`src/rtl/dirc_pkg.sv`:
```
package dirc_pkg;

   // Table size and the widths that follow from it.
   localparam int RULE_DEPTH = 16;
   localparam int IDX_W      = (RULE_DEPTH > 1) ? $clog2(RULE_DEPTH) : 1;
   localparam int CNT_RAW_W  = $clog2(RULE_DEPTH + 1);
   localparam int SCAN_W     = (CNT_RAW_W > 5) ? CNT_RAW_W : 5;
   localparam int COUNT_W    = 5;
   localparam int HIT_IDX_W  = 4;

   localparam logic [15:0] MIN_HEADER_LEN = 16'd20;

   // Queue between the front and back parts.
   localparam int QUEUE_DEPTH = 2;
   localparam int QUEUE_PTR_W = 1;
   localparam int QUEUE_CNT_W = 2;

   // Result queue at the output of the back part.
   localparam int OUT_DEPTH = 2;
   localparam int OUT_PTR_W = 1;
   localparam int OUT_CNT_W = 2;

   localparam logic CMD_WRITE = 1'b0;
   localparam logic CMD_CHECK = 1'b1;

   localparam logic DIR_IN  = 1'b0;
   localparam logic DIR_OUT = 1'b1;

   localparam logic [1:0] ACT_ALLOW  = 2'd0;
   localparam logic [1:0] ACT_DENY   = 2'd1;
   localparam logic [1:0] ACT_ROUTE  = 2'd2;
   localparam logic [1:0] ACT_IGNORE = 2'd3;

   localparam logic [1:0] VERDICT_ALLOW  = 2'd0;
   localparam logic [1:0] VERDICT_DENY   = 2'd1;
   localparam logic [1:0] VERDICT_ROUTE  = 2'd2;
   localparam logic [1:0] VERDICT_REJECT = 2'd3;

   // Operation codes chosen by the front part.
   localparam logic [1:0] OP_WRITE = 2'd0;
   localparam logic [1:0] OP_PASS  = 2'd1;
   localparam logic [1:0] OP_SHORT = 2'd2;
   localparam logic [1:0] OP_SCAN  = 2'd3;

   typedef struct packed {
      logic        command;
      logic        direction;
      logic [15:0] packet_length;
      logic [31:0] src_addr;
      logic [31:0] dst_addr;
      logic [31:0] source_mask;
      logic [31:0] dest_mask;
      logic [3:0]  rule_index;
      logic [1:0]  rule_action;
      logic [31:0] target_addr;
      logic [15:0] gateway_port;
   } req_type;

   typedef struct packed {
      logic [1:0]  verdict;
      logic        hit;
      logic [3:0]  hit_index;
      logic [31:0] route_addr;
      logic [15:0] route_port;
   } rsp_type;

   typedef struct packed {
      logic        direction;
      logic [31:0] src_value;
      logic [31:0] source_mask;
      logic [31:0] dst_value;
      logic [31:0] dest_mask;
      logic [1:0]  action;
      logic [31:0] target_addr;
      logic [15:0] gateway_port;
   } rule_type;

   typedef struct packed {
      logic [1:0] op;
      req_type    item;
   } work_type;

   // Head of the queue as seen by the back part.
   typedef struct packed {
      logic     valid;
      work_type work;
   } head_type;

endpackage

```
`src/rtl/dirc_ram.sv`:
```
module dirc_ram #(
   parameter int WIDTH = 8,
   parameter int DEPTH = 16
) (
   input  logic                                     clock,
   input  logic                                     we,
   input  logic [((DEPTH > 1) ? $clog2(DEPTH) : 1)-1:0] waddr,
   input  logic [WIDTH-1:0]                         wdata,
   input  logic                                     re,
   input  logic [((DEPTH > 1) ? $clog2(DEPTH) : 1)-1:0] raddr,
   output logic [WIDTH-1:0]                         rdata
);

   logic [WIDTH-1:0] mem_ff [DEPTH];
   logic [WIDTH-1:0] rdata_ff;

   always_ff @(posedge clock) begin
      if (we) begin
         mem_ff[waddr] <= wdata;
      end
      if (re) begin
         rdata_ff <= mem_ff[raddr];
      end
   end

   assign rdata = rdata_ff;

endmodule

```
`src/rtl/dirc_front.sv`:
```
module dirc_front (
   input  logic                            clock,
   input  logic                            reset,
   input  logic                            req_push,
   output logic                            req_full,
   input  dirc_pkg::req_type               req_item,
   input  logic                            csr_valid,
   output logic                            csr_ready,
   input  logic [dirc_pkg::COUNT_W-1:0]    csr_data,
   output dirc_pkg::head_type              head,
   input  logic                            head_pop,
   output logic [dirc_pkg::COUNT_W-1:0]    rule_count
);

   import dirc_pkg::*;

   work_type               q_mem_ff [QUEUE_DEPTH];
   logic [QUEUE_PTR_W-1:0] wr_ptr_ff;
   logic [QUEUE_PTR_W-1:0] wr_ptr_in;
   logic [QUEUE_PTR_W-1:0] rd_ptr_ff;
   logic [QUEUE_PTR_W-1:0] rd_ptr_in;
   logic [QUEUE_CNT_W-1:0] count_ff;
   logic [QUEUE_CNT_W-1:0] count_in;
   logic [COUNT_W-1:0]     rule_count_ff;
   logic [COUNT_W-1:0]     rule_count_in;
   logic                   accept;
   logic                   enq;
   logic                   deq;
   logic                   index_ok;
   logic [SCAN_W-1:0]      index_wide;
   work_type               new_work;

   assign req_full  = (count_ff == QUEUE_CNT_W'(QUEUE_DEPTH));
   assign accept    = req_push && !req_full;
   assign csr_ready = 1'b1;

   // A write to a slot beyond the table is accepted and dropped.
   assign index_wide = SCAN_W'(req_item.rule_index);
   assign index_ok   = (index_wide < SCAN_W'(RULE_DEPTH));

   always_comb begin
      new_work.item = req_item;
      if (req_item.command == CMD_WRITE) begin
         new_work.op = OP_WRITE;
      end else if (rule_count_ff == '0) begin
         new_work.op = OP_PASS;
      end else if (req_item.packet_length < MIN_HEADER_LEN) begin
         new_work.op = OP_SHORT;
      end else begin
         new_work.op = OP_SCAN;
      end
   end

   assign enq = accept && ((req_item.command != CMD_WRITE) || index_ok);
   assign deq = head_pop && (count_ff != '0);

   always_comb begin
      wr_ptr_in     = enq ? wr_ptr_ff + 1'b1 : wr_ptr_ff;
      rd_ptr_in     = deq ? rd_ptr_ff + 1'b1 : rd_ptr_ff;
      count_in      = count_ff + QUEUE_CNT_W'(enq) - QUEUE_CNT_W'(deq);
      rule_count_in = (csr_valid && csr_ready) ? csr_data : rule_count_ff;
   end

   always_ff @(posedge clock) begin
      if (reset) begin
         wr_ptr_ff     <= '0;
         rd_ptr_ff     <= '0;
         count_ff      <= '0;
         rule_count_ff <= '0;
      end else begin
         wr_ptr_ff     <= wr_ptr_in;
         rd_ptr_ff     <= rd_ptr_in;
         count_ff      <= count_in;
         rule_count_ff <= rule_count_in;
      end
   end

   always_ff @(posedge clock) begin
      if (enq) begin
         q_mem_ff[wr_ptr_ff] <= new_work;
      end
   end

   assign head.valid = (count_ff != '0);
   assign head.work  = q_mem_ff[rd_ptr_ff];
   assign rule_count = rule_count_ff;

`ifndef SYNTHESIS
   a_count_bound: assert property (@(posedge clock) disable iff (reset)
      count_ff <= QUEUE_CNT_W'(QUEUE_DEPTH))
      else $error("work queue count beyond its depth");
   a_drain: assert property (@(posedge clock) disable iff (reset)
      (deq && !enq) |=> (count_ff == $past(count_ff) - 1'b1))
      else $error("work queue count did not drop on a pop");
`endif

endmodule

```
`src/rtl/dirc_back.sv`:
```
module dirc_back (
   input  logic                         clock,
   input  logic                         reset,
   input  dirc_pkg::head_type           head,
   output logic                         head_pop,
   input  logic [dirc_pkg::COUNT_W-1:0] rule_count,
   output logic                         rsp_empty,
   input  logic                         rsp_pop,
   output dirc_pkg::rsp_type            rsp_item
);

   import dirc_pkg::*;

   localparam logic ST_IDLE = 1'b0;
   localparam logic ST_SCAN = 1'b1;

   logic              state_ff;
   logic              state_in;
   logic [SCAN_W-1:0] issue_ff;
   logic [SCAN_W-1:0] issue_in;
   logic              cmp_valid_ff;
   logic              cmp_valid_in;
   logic [SCAN_W-1:0] cmp_idx_ff;
   logic [SCAN_W-1:0] cmp_idx_in;
   logic [SCAN_W-1:0] scan_len;
   logic [SCAN_W-1:0] count_wide;
   logic [SCAN_W-1:0] waddr_wide;

   logic                 ram_we;
   logic                 ram_re;
   logic [IDX_W-1:0]     ram_raddr;
   logic [IDX_W-1:0]     ram_waddr;
   rule_type             ram_wdata;
   logic [$bits(rule_type)-1:0] ram_rdata;
   rule_type             rule;

   logic    match;
   logic    out_push;
   logic    out_pop;
   logic    out_space;
   rsp_type res;
   rsp_type out_mem_ff [OUT_DEPTH];
   logic [OUT_PTR_W-1:0] out_wr_ff;
   logic [OUT_PTR_W-1:0] out_rd_ff;
   logic [OUT_CNT_W-1:0] out_count_ff;

   req_type item;
   assign item = head.work.item;

   // Scan length is the rule count clipped to the table size.
   assign count_wide = SCAN_W'(rule_count);
   assign scan_len   = (count_wide > SCAN_W'(RULE_DEPTH)) ? SCAN_W'(RULE_DEPTH) : count_wide;

   assign waddr_wide = SCAN_W'(item.rule_index);
   assign ram_waddr  = waddr_wide[IDX_W-1:0];

   always_comb begin
      ram_wdata.direction    = item.direction;
      ram_wdata.src_value    = item.src_addr;
      ram_wdata.source_mask  = item.source_mask;
      ram_wdata.dst_value    = item.dst_addr;
      ram_wdata.dest_mask    = item.dest_mask;
      ram_wdata.action       = item.rule_action;
      ram_wdata.target_addr  = item.target_addr;
      ram_wdata.gateway_port = item.gateway_port;
   end

   dirc_ram #(
      .WIDTH ($bits(rule_type)),
      .DEPTH (RULE_DEPTH)
   ) u_table (
      .clock (clock),
      .we    (ram_we),
      .waddr (ram_waddr),
      .wdata (ram_wdata),
      .re    (ram_re),
      .raddr (ram_raddr),
      .rdata (ram_rdata)
   );

   assign rule = rule_type'(ram_rdata);

   assign match = (rule.direction == item.direction)
      && ((rule.src_value == '0) || ((item.src_addr & rule.source_mask) == rule.src_value))
      && ((rule.dst_value == '0) || ((item.dst_addr & rule.dest_mask) == rule.dst_value))
      && (rule.action != ACT_IGNORE);

   assign out_space = (out_count_ff != OUT_CNT_W'(OUT_DEPTH));

   always_comb begin
      head_pop     = 1'b0;
      ram_we       = 1'b0;
      ram_re       = 1'b0;
      ram_raddr    = issue_ff[IDX_W-1:0];
      out_push     = 1'b0;
      res          = '0;
      state_in     = state_ff;
      issue_in     = issue_ff;
      cmp_valid_in = 1'b0;
      cmp_idx_in   = cmp_idx_ff;
      case (state_ff)
         ST_IDLE: begin
            if (head.valid) begin
               case (head.work.op)
                  OP_WRITE: begin
                     ram_we   = 1'b1;
                     head_pop = 1'b1;
                  end
                  OP_PASS: begin
                     if (out_space) begin
                        res.verdict = VERDICT_ALLOW;
                        out_push    = 1'b1;
                        head_pop    = 1'b1;
                     end
                  end
                  OP_SHORT: begin
                     if (out_space) begin
                        res.verdict = VERDICT_REJECT;
                        out_push    = 1'b1;
                        head_pop    = 1'b1;
                     end
                  end
                  OP_SCAN: begin
                     if (out_space) begin
                        ram_re       = 1'b1;
                        ram_raddr    = '0;
                        issue_in     = SCAN_W'(1);
                        cmp_valid_in = 1'b1;
                        cmp_idx_in   = '0;
                        state_in     = ST_SCAN;
                     end
                  end
                  default: begin
                  end
               endcase
            end
         end
         ST_SCAN: begin
            if (cmp_valid_ff && match) begin
               res.hit       = 1'b1;
               res.hit_index = cmp_idx_ff[HIT_IDX_W-1:0];
               case (rule.action)
                  ACT_DENY: res.verdict = VERDICT_DENY;
                  ACT_ROUTE: begin
                     if (item.direction == DIR_OUT) begin
                        res.verdict    = VERDICT_ROUTE;
                        res.route_addr = rule.target_addr;
                        res.route_port = rule.gateway_port;
                     end else begin
                        res.verdict = VERDICT_REJECT;
                     end
                  end
                  default: res.verdict = VERDICT_ALLOW;
               endcase
               out_push = 1'b1;
               head_pop = 1'b1;
               state_in = ST_IDLE;
            end else if (cmp_valid_ff && (cmp_idx_ff == scan_len - 1'b1)) begin
               res.verdict = VERDICT_ALLOW;
               out_push    = 1'b1;
               head_pop    = 1'b1;
               state_in    = ST_IDLE;
            end else if (issue_ff < scan_len) begin
               ram_re       = 1'b1;
               issue_in     = issue_ff + 1'b1;
               cmp_valid_in = 1'b1;
               cmp_idx_in   = issue_ff;
            end
         end
         default: state_in = ST_IDLE;
      endcase
   end

   assign out_pop = rsp_pop && (out_count_ff != '0);

   always_ff @(posedge clock) begin
      if (reset) begin
         state_ff     <= ST_IDLE;
         issue_ff     <= '0;
         cmp_valid_ff <= 1'b0;
         cmp_idx_ff   <= '0;
         out_wr_ff    <= '0;
         out_rd_ff    <= '0;
         out_count_ff <= '0;
      end else begin
         state_ff     <= state_in;
         issue_ff     <= issue_in;
         cmp_valid_ff <= cmp_valid_in;
         cmp_idx_ff   <= cmp_idx_in;
         out_wr_ff    <= out_push ? out_wr_ff + 1'b1 : out_wr_ff;
         out_rd_ff    <= out_pop ? out_rd_ff + 1'b1 : out_rd_ff;
         out_count_ff <= out_count_ff + OUT_CNT_W'(out_push) - OUT_CNT_W'(out_pop);
      end
   end

   always_ff @(posedge clock) begin
      if (out_push) begin
         out_mem_ff[out_wr_ff] <= res;
      end
   end

   assign rsp_empty = (out_count_ff == '0);
   assign rsp_item  = out_mem_ff[out_rd_ff];

`ifndef SYNTHESIS
   a_scan_has_head: assert property (@(posedge clock) disable iff (reset)
      (state_ff == ST_SCAN) |-> head.valid)
      else $error("scan running without a queued item");
   a_write_idle: assert property (@(posedge clock) disable iff (reset)
      ram_we |-> (state_ff == ST_IDLE) && !ram_re)
      else $error("rule write during a scan");
   a_out_bound: assert property (@(posedge clock) disable iff (reset)
      out_push |-> (out_space || out_pop))
      else $error("result pushed into a full output queue");
`endif

endmodule

```
`src/rtl/directional_ip_rule_classifier.sv`:
```
// First-match IPv4 rule classifier with a rule table of RULE_DEPTH entries.
// Input channel (req_push / req_full / req_item): an item is taken on a clock
// edge with req_push high and req_full low. A write item stores one rule at
// rule_index and gives no result; a check item gives exactly one result.
// Result channel (rsp_empty / rsp_pop / rsp_item): the oldest result is shown
// while rsp_empty is low and leaves on an edge with rsp_pop high.
// Control port (csr_valid / csr_ready / csr_data): writes the rule count; it
// is always ready. The user must write it only while the block is idle; the
// block does not enforce this. A check on an empty table or on a packet
// shorter than 20 bytes takes its verdict straight from the work queue head,
// with no table read. A table check reads one rule per cycle from the rule
// memory and stops at the first matching rule or after the last of the
// min(rule_count, RULE_DEPTH) active rules. Writes go at one per cycle while
// the back part is idle, and short-cut checks also need result queue room; a
// table check holds the back part until its scan ends.
// A two-entry work queue and a two-entry result queue decouple the sides; a
// stalled receiver backs up the results, then the work queue, then req_full.
// Reset empties both queues, stops any scan and clears the rule count; the
// rule memory is not cleared and a slot reads as garbage until written.
module directional_ip_rule_classifier (
   input  logic                         clock,
   input  logic                         reset,
   input  logic                         req_push,
   output logic                         req_full,
   input  dirc_pkg::req_type            req_item,
   output logic                         rsp_empty,
   input  logic                         rsp_pop,
   output dirc_pkg::rsp_type            rsp_item,
   input  logic                         csr_valid,
   output logic                         csr_ready,
   input  logic [dirc_pkg::COUNT_W-1:0] csr_data
);

   import dirc_pkg::*;

   // Work queue head handed from the front to the back part.
   head_type           head;
   logic               head_pop;
   logic [COUNT_W-1:0] rule_count;

   // The front part takes items, sorts them into table writes, trivial
   // verdicts and table scans, and holds them in the work queue.
   dirc_front u_front (
      .clock      (clock),
      .reset      (reset),
      .req_push   (req_push),
      .req_full   (req_full),
      .req_item   (req_item),
      .csr_valid  (csr_valid),
      .csr_ready  (csr_ready),
      .csr_data   (csr_data),
      .head       (head),
      .head_pop   (head_pop),
      .rule_count (rule_count)
   );

   // The back part owns the rule memory, runs the scans and buffers results.
   // Writes are done in queue order, so a check always sees the table as it
   // stood when the check was taken.
   dirc_back u_back (
      .clock      (clock),
      .reset      (reset),
      .head       (head),
      .head_pop   (head_pop),
      .rule_count (rule_count),
      .rsp_empty  (rsp_empty),
      .rsp_pop    (rsp_pop),
      .rsp_item   (rsp_item)
   );

endmodule

```
`config.mk`:
```
export PLATFORM = sky130hd
export DESIGN_NAME = directional_ip_rule_classifier
export DESIGN_NICKNAME = d
export VERILOG_FILES = /design/src/rtl/dirc_pkg.sv /design/src/rtl/dirc_ram.sv /design/src/rtl/dirc_front.sv /design/src/rtl/dirc_back.sv /design/src/rtl/directional_ip_rule_classifier.sv
export SDC_FILE = /design/constraint.sdc
export NUM_CORES = 2
export LEC_CHECK = 0
export BUFFER_PORTS_ARGS = -buffer_cell sky130_fd_sc_hd__buf_4
export CORE_MARGIN = 10
export CORE_UTILIZATION = 50
export DETAILED_ROUTE_END_ITERATION = 6
export PLACE_DENSITY = 0.74
export SYNTH_ARGS = -nofsm -noshare
export SYNTH_HDL_FRONTEND = slang
export SYNTH_HIERARCHICAL = 1
export SYNTH_SLANG_ARGS = --single-unit
```
`constraint.sdc`:
```
create_clock -name clock -period 17.2 [get_ports clock]
set_input_delay 3.44 -clock clock [delete_from_list [all_inputs] [get_ports clock]]
set_output_delay 3.44 -clock clock [all_outputs]
set_load 0.05 [all_outputs]
```
Word-level counts from Yosys, hierarchy flattened
Memories as Yosys holds them, arrays and structs flattened. A register that Yosys moved wholly into a read port is not among the register bits.
Index checks and enable logic that the tools add are counted.
{"block": "classes", "muxes": 64, "reduce_logical": 22, "bitwise_logic": 3, "eq_ne": 18, "addsub": 10, "order_cmp": 4}
{"cell": "two-way mux 53 bit", "n": 2}
{"cell": "two-way mux 48 bit", "n": 2}
{"cell": "two-way mux 5 bit", "n": 13}
{"cell": "AND 32 bit", "n": 2}
{"cell": "equality test 32 bit", "n": 2}
{"cell": "logical NOT 32 bit", "n": 2}
{"cell": "two-way mux 1 bit", "n": 28}
{"cell": "case mux 5 bit (2 select lines)", "n": 2}
{"cell": "less-than comparator 16 x 5 -> 1 bit (second input constant)", "n": 1}
{"cell": "two-way mux 4 bit", "n": 4}
{"cell": "inequality test 2 bit (second input constant)", "n": 7}
{"cell": "two-way mux 2 bit", "n": 6}
{"cell": "case mux 1 bit (2 select lines)", "n": 5}
{"cell": "logical AND 1 bit", "n": 9}
{"cell": "equality test 2 bit (second input constant)", "n": 4}
{"cell": "case mux 2 bit (2 select lines)", "n": 2}
{"cell": "AND reduction 6 bit", "n": 1}
{"cell": "adder 5 x 1 -> 5 bit (second input constant)", "n": 1}
{"cell": "equality test 5 bit", "n": 1}
{"cell": "> comparator 5 bit (second input constant)", "n": 1}
{"cell": "logical NOT 5 bit", "n": 1}
{"cell": "less-than comparator 4 x 5 -> 1 bit (second input constant)", "n": 1}
{"cell": "less-than comparator 5 bit", "n": 1}
{"cell": "subtractor 5 x 1 -> 5 bit (second input constant)", "n": 1}
{"cell": "other kinds (12)", "n": 22}
{"block": "word_totals", "elab_cells": 135, "n_memories": 3, "ff_bits": 25, "in_bits": 210, "ramBits": 3378, "output_inout_bits": 58}
{"memory": "u_back.u_table.mem_ff", "words": 16, "word_bits": 179, "rd": 1, "rd_clocked_by_memory_dff": 1, "wr": 1, "line_no": "dirc_ram.sv:14", "rtl": "logic [WIDTH-1:0] mem_ff [DEPTH];"}
{"memory": "u_front.q_mem_ff", "words": 2, "word_bits": 202, "rd": 1, "rd_clocked_by_memory_dff": 1, "wr": 1, "line_no": "dirc_front.sv:17", "rtl": "work_type q_mem_ff [QUEUE_DEPTH];"}
{"memory": "u_back.out_mem_ff", "words": 2, "word_bits": 55, "rd": 1, "rd_clocked_by_memory_dff": 1, "wr": 1, "line_no": "dirc_back.sv:42", "rtl": "rsp_type out_mem_ff [OUT_DEPTH];"}

Logic depth before layout (Yosys ltp)
{"block": "logic_depth", "depth_word": 12, "mapped_depth": 17}

Hierarchy
Netlist, hierarchy kept.
{"mod": "dirc_ram", "n_inst": 1, "cells_per_inst": 4674, "area_per_inst_um2": 112709.3}
{"mod": "dirc_front", "n_inst": 1, "cells_per_inst": 683, "area_per_inst_um2": 15041.9}
{"mod": "dirc_back", "n_inst": 1, "cells_per_inst": 568, "area_per_inst_um2": 6802.8}

Least setup slack after synthesis
Ideal clock, no wire load.
{"block": "synth_timing", "path_type": "reg-to-reg", "start": "register (tool-made name)", "end": "memory u_back/u_table/mem_ff[0][0] in the netlist's numbering, enable pin", "setup_time_ps": 937, "path_stages_with_launch": 8, "required_ps": 16263, "slack_ps": 2410, "t_arrival_ps": 13853, "period_less_slack_ps": 14790, "path_buffers": 1, "path_cell_list": "dfxtp_1 > buf_2 > mux2_2 > inv_1 > ha_1 > and3_1 > or3b_2 > nor3_1"}
{"item": "to (decl)", "line_no": "dirc_ram.sv:14"}

==> results_dict.tcl <==
set metrics [dict create \
    status "finished with violations" \
    violations "DRC" \
    cts.sinks 3550 \
    vias_in_the_first_global_route 65500 \
    timing.final.crit_share_pct 43.6 \
    critPathLaunchType "register" \
    timing.critical_path.slowest_stage_cell "sky130_fd_sc_hd__buf_4" \
    vias_per_cell 6.27 \
    cts_tree "done" \
    syn-num-nets 6100 \
    critical_path.cell_chain "buf_4 > buf_4 > mux2_2 > and3_1 > o22a_1 > nand4_1 > nor4_2 > buf_4 > o221ai_1 > nand2_1 > nand2_4 > buf_4 > buf_4 > buf_4" \
    fin_worst_skew_ps 131 \
    drv_cap 0 \
    report.power.total_uw 21800 \
    fmax_ghz 0.133 \
    drt_wl_total_um 313000 \
    num-fill-cells 18700 \
    cts_root_buf "sky130_fd_sc_hd__clkbuf_16" \
    timing.slew.headroom_pct 15.0 \
    power_leakage_uw 0.0467 \
    syn_area_um2 133000 \
    avgRoutedWirePerCell_um 30.8 \
    critPathMaxFanout 49 \
    drive_gt1_share_pct 26.3 \
    power.density_cell_area_nw_per_um2 145 \
    cts_resized 0 \
    setup_tns_ps 0 \
    initial_utilization_pct 50.3 \
    internal_power_uw 16300 \
    tightest_slew_ps 1270 \
    num-nets-final 6567 \
    power.switching_uw 5540 \
    cts_made_buffers 366 \
    top_cell_family_by_delay_on_the_critical_path "buffers and inverters" \
    cts_buffer_depth 4 \
    final-max-slew-violation-count 0 \
    finalSetupViolations 0 \
    globalRoute.totalOverflow 0 \
    startpoint_of_the_tightest_hold_check_path "u_back/u_table/rdata[11]$_DFFE_PP_" \
    final.hold.worst_slack_ps 496 \
    clkSlewWorstSetupHoldPaths_ps 70 \
    drtIter0Drc 7736 \
    post_place_cells 9506 \
    cp_max_stage_delay_ps 790 \
    grt_usage_pct 21.5 \
    die-width_um 536 \
    power.switching_fraction_pct 25.4 \
    timing.critical_path.arrival_ps 8070 \
    non_filler_instances 10100 \
    finalHoldViolCount 0 \
    clkLatencyLatePin_ps 1010 \
    grt_setup_unrepaired "false" \
    min-delay-path-class "register to register" \
    number_of_antenna_violations_at_the_first_check_in_global_routing 14 \
    detailedRoute.firstPassIterationCount 7 \
    detailed_place_hpwl_um 163000 \
    synthesis.area_per_instance_um2 22.7 \
    post-cts-setup-buffers 0 \
    post-route-cell-area_um2 151000 \
    placement_rows 189 \
    final_min_period_ps 7500 \
    yosysWarningCount 6 \
    worst_setup_path_end_kind "register" \
    path_class "register to register" \
    global_route_wire_length_before_repair_um 455000 \
    cts-hold-fix-buffers 0 \
    ios 268 \
    postRouteAntennaNets 0 \
    placedInstanceArea_um2 140000 \
    post-route-drc-count 2 \
    critPathMostFrequentCell "sky130_fd_sc_hd__buf_4" \
    finalWeightedCongestion 0.768 \
    die_h_um 536 \
    core_region_area_um2 265000 \
    clock_power_share_pct 34.3 \
    worst_endpoint_required_time_ps 17770 \
    dieArea_um2 288000 \
    routed_vias 63600 \
    syn2layout_area_growth_pct 13.1 \
    pwr-share-seq_pct 50.4 \
    critPathBufInv 6 \
    power_frac_comb_pct 15.3 \
    placement.io_buffers 264 \
    peakVddDrop_mv 0.129 \
    syn-instance-count 5874 \
    grt_max_degree 156 \
    cts_max_level 5 \
]
## worst paths after layout
kind	endpoint	slack, ps	depth (start not counted)
max	u_back/u_table/rdata[104]$_DFFE_PP_	9700	14
min reg2reg	u_back/out_mem_ff[1][11]$_DFFE_PP_	500	1
min	u_back/out_mem_ff[1][11]$_DFFE_PP_	500	1
max reg2reg	u_back/u_table/rdata[104]$_DFFE_PP_	9700	14
## cell type report
cell class / instances / area, µm² / area share, %
Multi-Input combinational cell: 2020 / 25600 / 16.9
Clock buffer: 433 / 9450 / 6.27
Tap cell: 3533 / 4420 / 2.93
Sequential cell: 3550 / 106000 / 70.5
Inverter: 17 / 72.6 / 0.0481
Timing Repair Buffer: 386 / 3120 / 2.07
Antenna cell: 5 / 12.5 / 0.00830
Clock inverter: 200 / 1800 / 1.20
## through the flow
step	util (%)	setup slack [ps]
after floorplan	-	2410
after CTS	56.8	9670
after global routing	56.8	9370
after global placement	52.6	9890
after detailed placement	52.6	9800
final	56.8	9700
## cell usage in the layout (no fill, tap or decap), types with 6 or more instances in the layout
cell and n:
sky130_fd_sc_hd__clkinv_2 58, sky130_fd_sc_hd__buf_12 18, sky130_fd_sc_hd__a21oi_1 68, sky130_fd_sc_hd__mux4_2 673, sky130_fd_sc_hd__bufinv_16 29, sky130_fd_sc_hd__clkinv_8 6, sky130_fd_sc_hd__nand3_1 31, sky130_fd_sc_hd__inv_6 8
sky130_fd_sc_hd__clkinvlp_4 13, sky130_fd_sc_hd__mux2_2 141, sky130_fd_sc_hd__mux2_1 100, sky130_fd_sc_hd__mux2i_1 111, sky130_fd_sc_hd__clkbuf_16 368, sky130_fd_sc_hd__and3b_1 16, sky130_fd_sc_hd__inv_1 13, sky130_fd_sc_hd__a211oi_1 37
sky130_fd_sc_hd__xnor2_1 6, sky130_fd_sc_hd__nor2_1 18, sky130_fd_sc_hd__edfxtp_1 3523, sky130_fd_sc_hd__and2_1 54, sky130_fd_sc_hd__o21ai_0 7, sky130_fd_sc_hd__clkinv_1 82, sky130_fd_sc_hd__ha_1 16, sky130_fd_sc_hd__o211ai_1 24
sky130_fd_sc_hd__o22a_1 16, sky130_fd_sc_hd__nor2_4 14, sky130_fd_sc_hd__buf_4 368, sky130_fd_sc_hd__nand2_1 168, sky130_fd_sc_hd__nor4_1 20, sky130_fd_sc_hd__nor2b_1 11, sky130_fd_sc_hd__clkbuf_1 65, sky130_fd_sc_hd__and3_1 33
sky130_fd_sc_hd__a22oi_1 316, sky130_fd_sc_hd__a21o_1 16, sky130_fd_sc_hd__xor2_1 6, sky130_fd_sc_hd__a21boi_0 16, sky130_fd_sc_hd__nand4_1 14, sky130_fd_sc_hd__o22ai_1 21, sky130_fd_sc_hd__dfxtp_1 25
## flip-flops by register name, summed over array words and instances, names as in the netlist, 2 cells and up, named ones only
signal,count
u_back/cmp_idx_ff,5
u_back/out_mem_ff,110
u_back/issue_ff,5
u_front/count_ff,2
u_back/u_table/rdata,179
u_front/rule_count,5
u_front/q_mem_ff,370
u_back/out_count_ff,2
u_back/u_table/mem_ff,2864
## routing by layer
layer	wire length, µm	global-route usage [%]
met5	112	0
met4	8340	6.15
met3	31800	4.31
met2	153000	34.9
met1	119000	29.9
## power groups by stage
stage | Clock (µW) | Combinational (µW) | Sequential, µW
CTS | 7600 | 3380 | 11000
detailed placement | 0 | 3360 | 11200
global placement | 0 | 3260 | 11100
global route | 7950 | 3590 | 11000
finish | 7490 | 3340 | 11000
floorplan | 0 | 2420 | 11200
(Power assumes the default switching activity.)
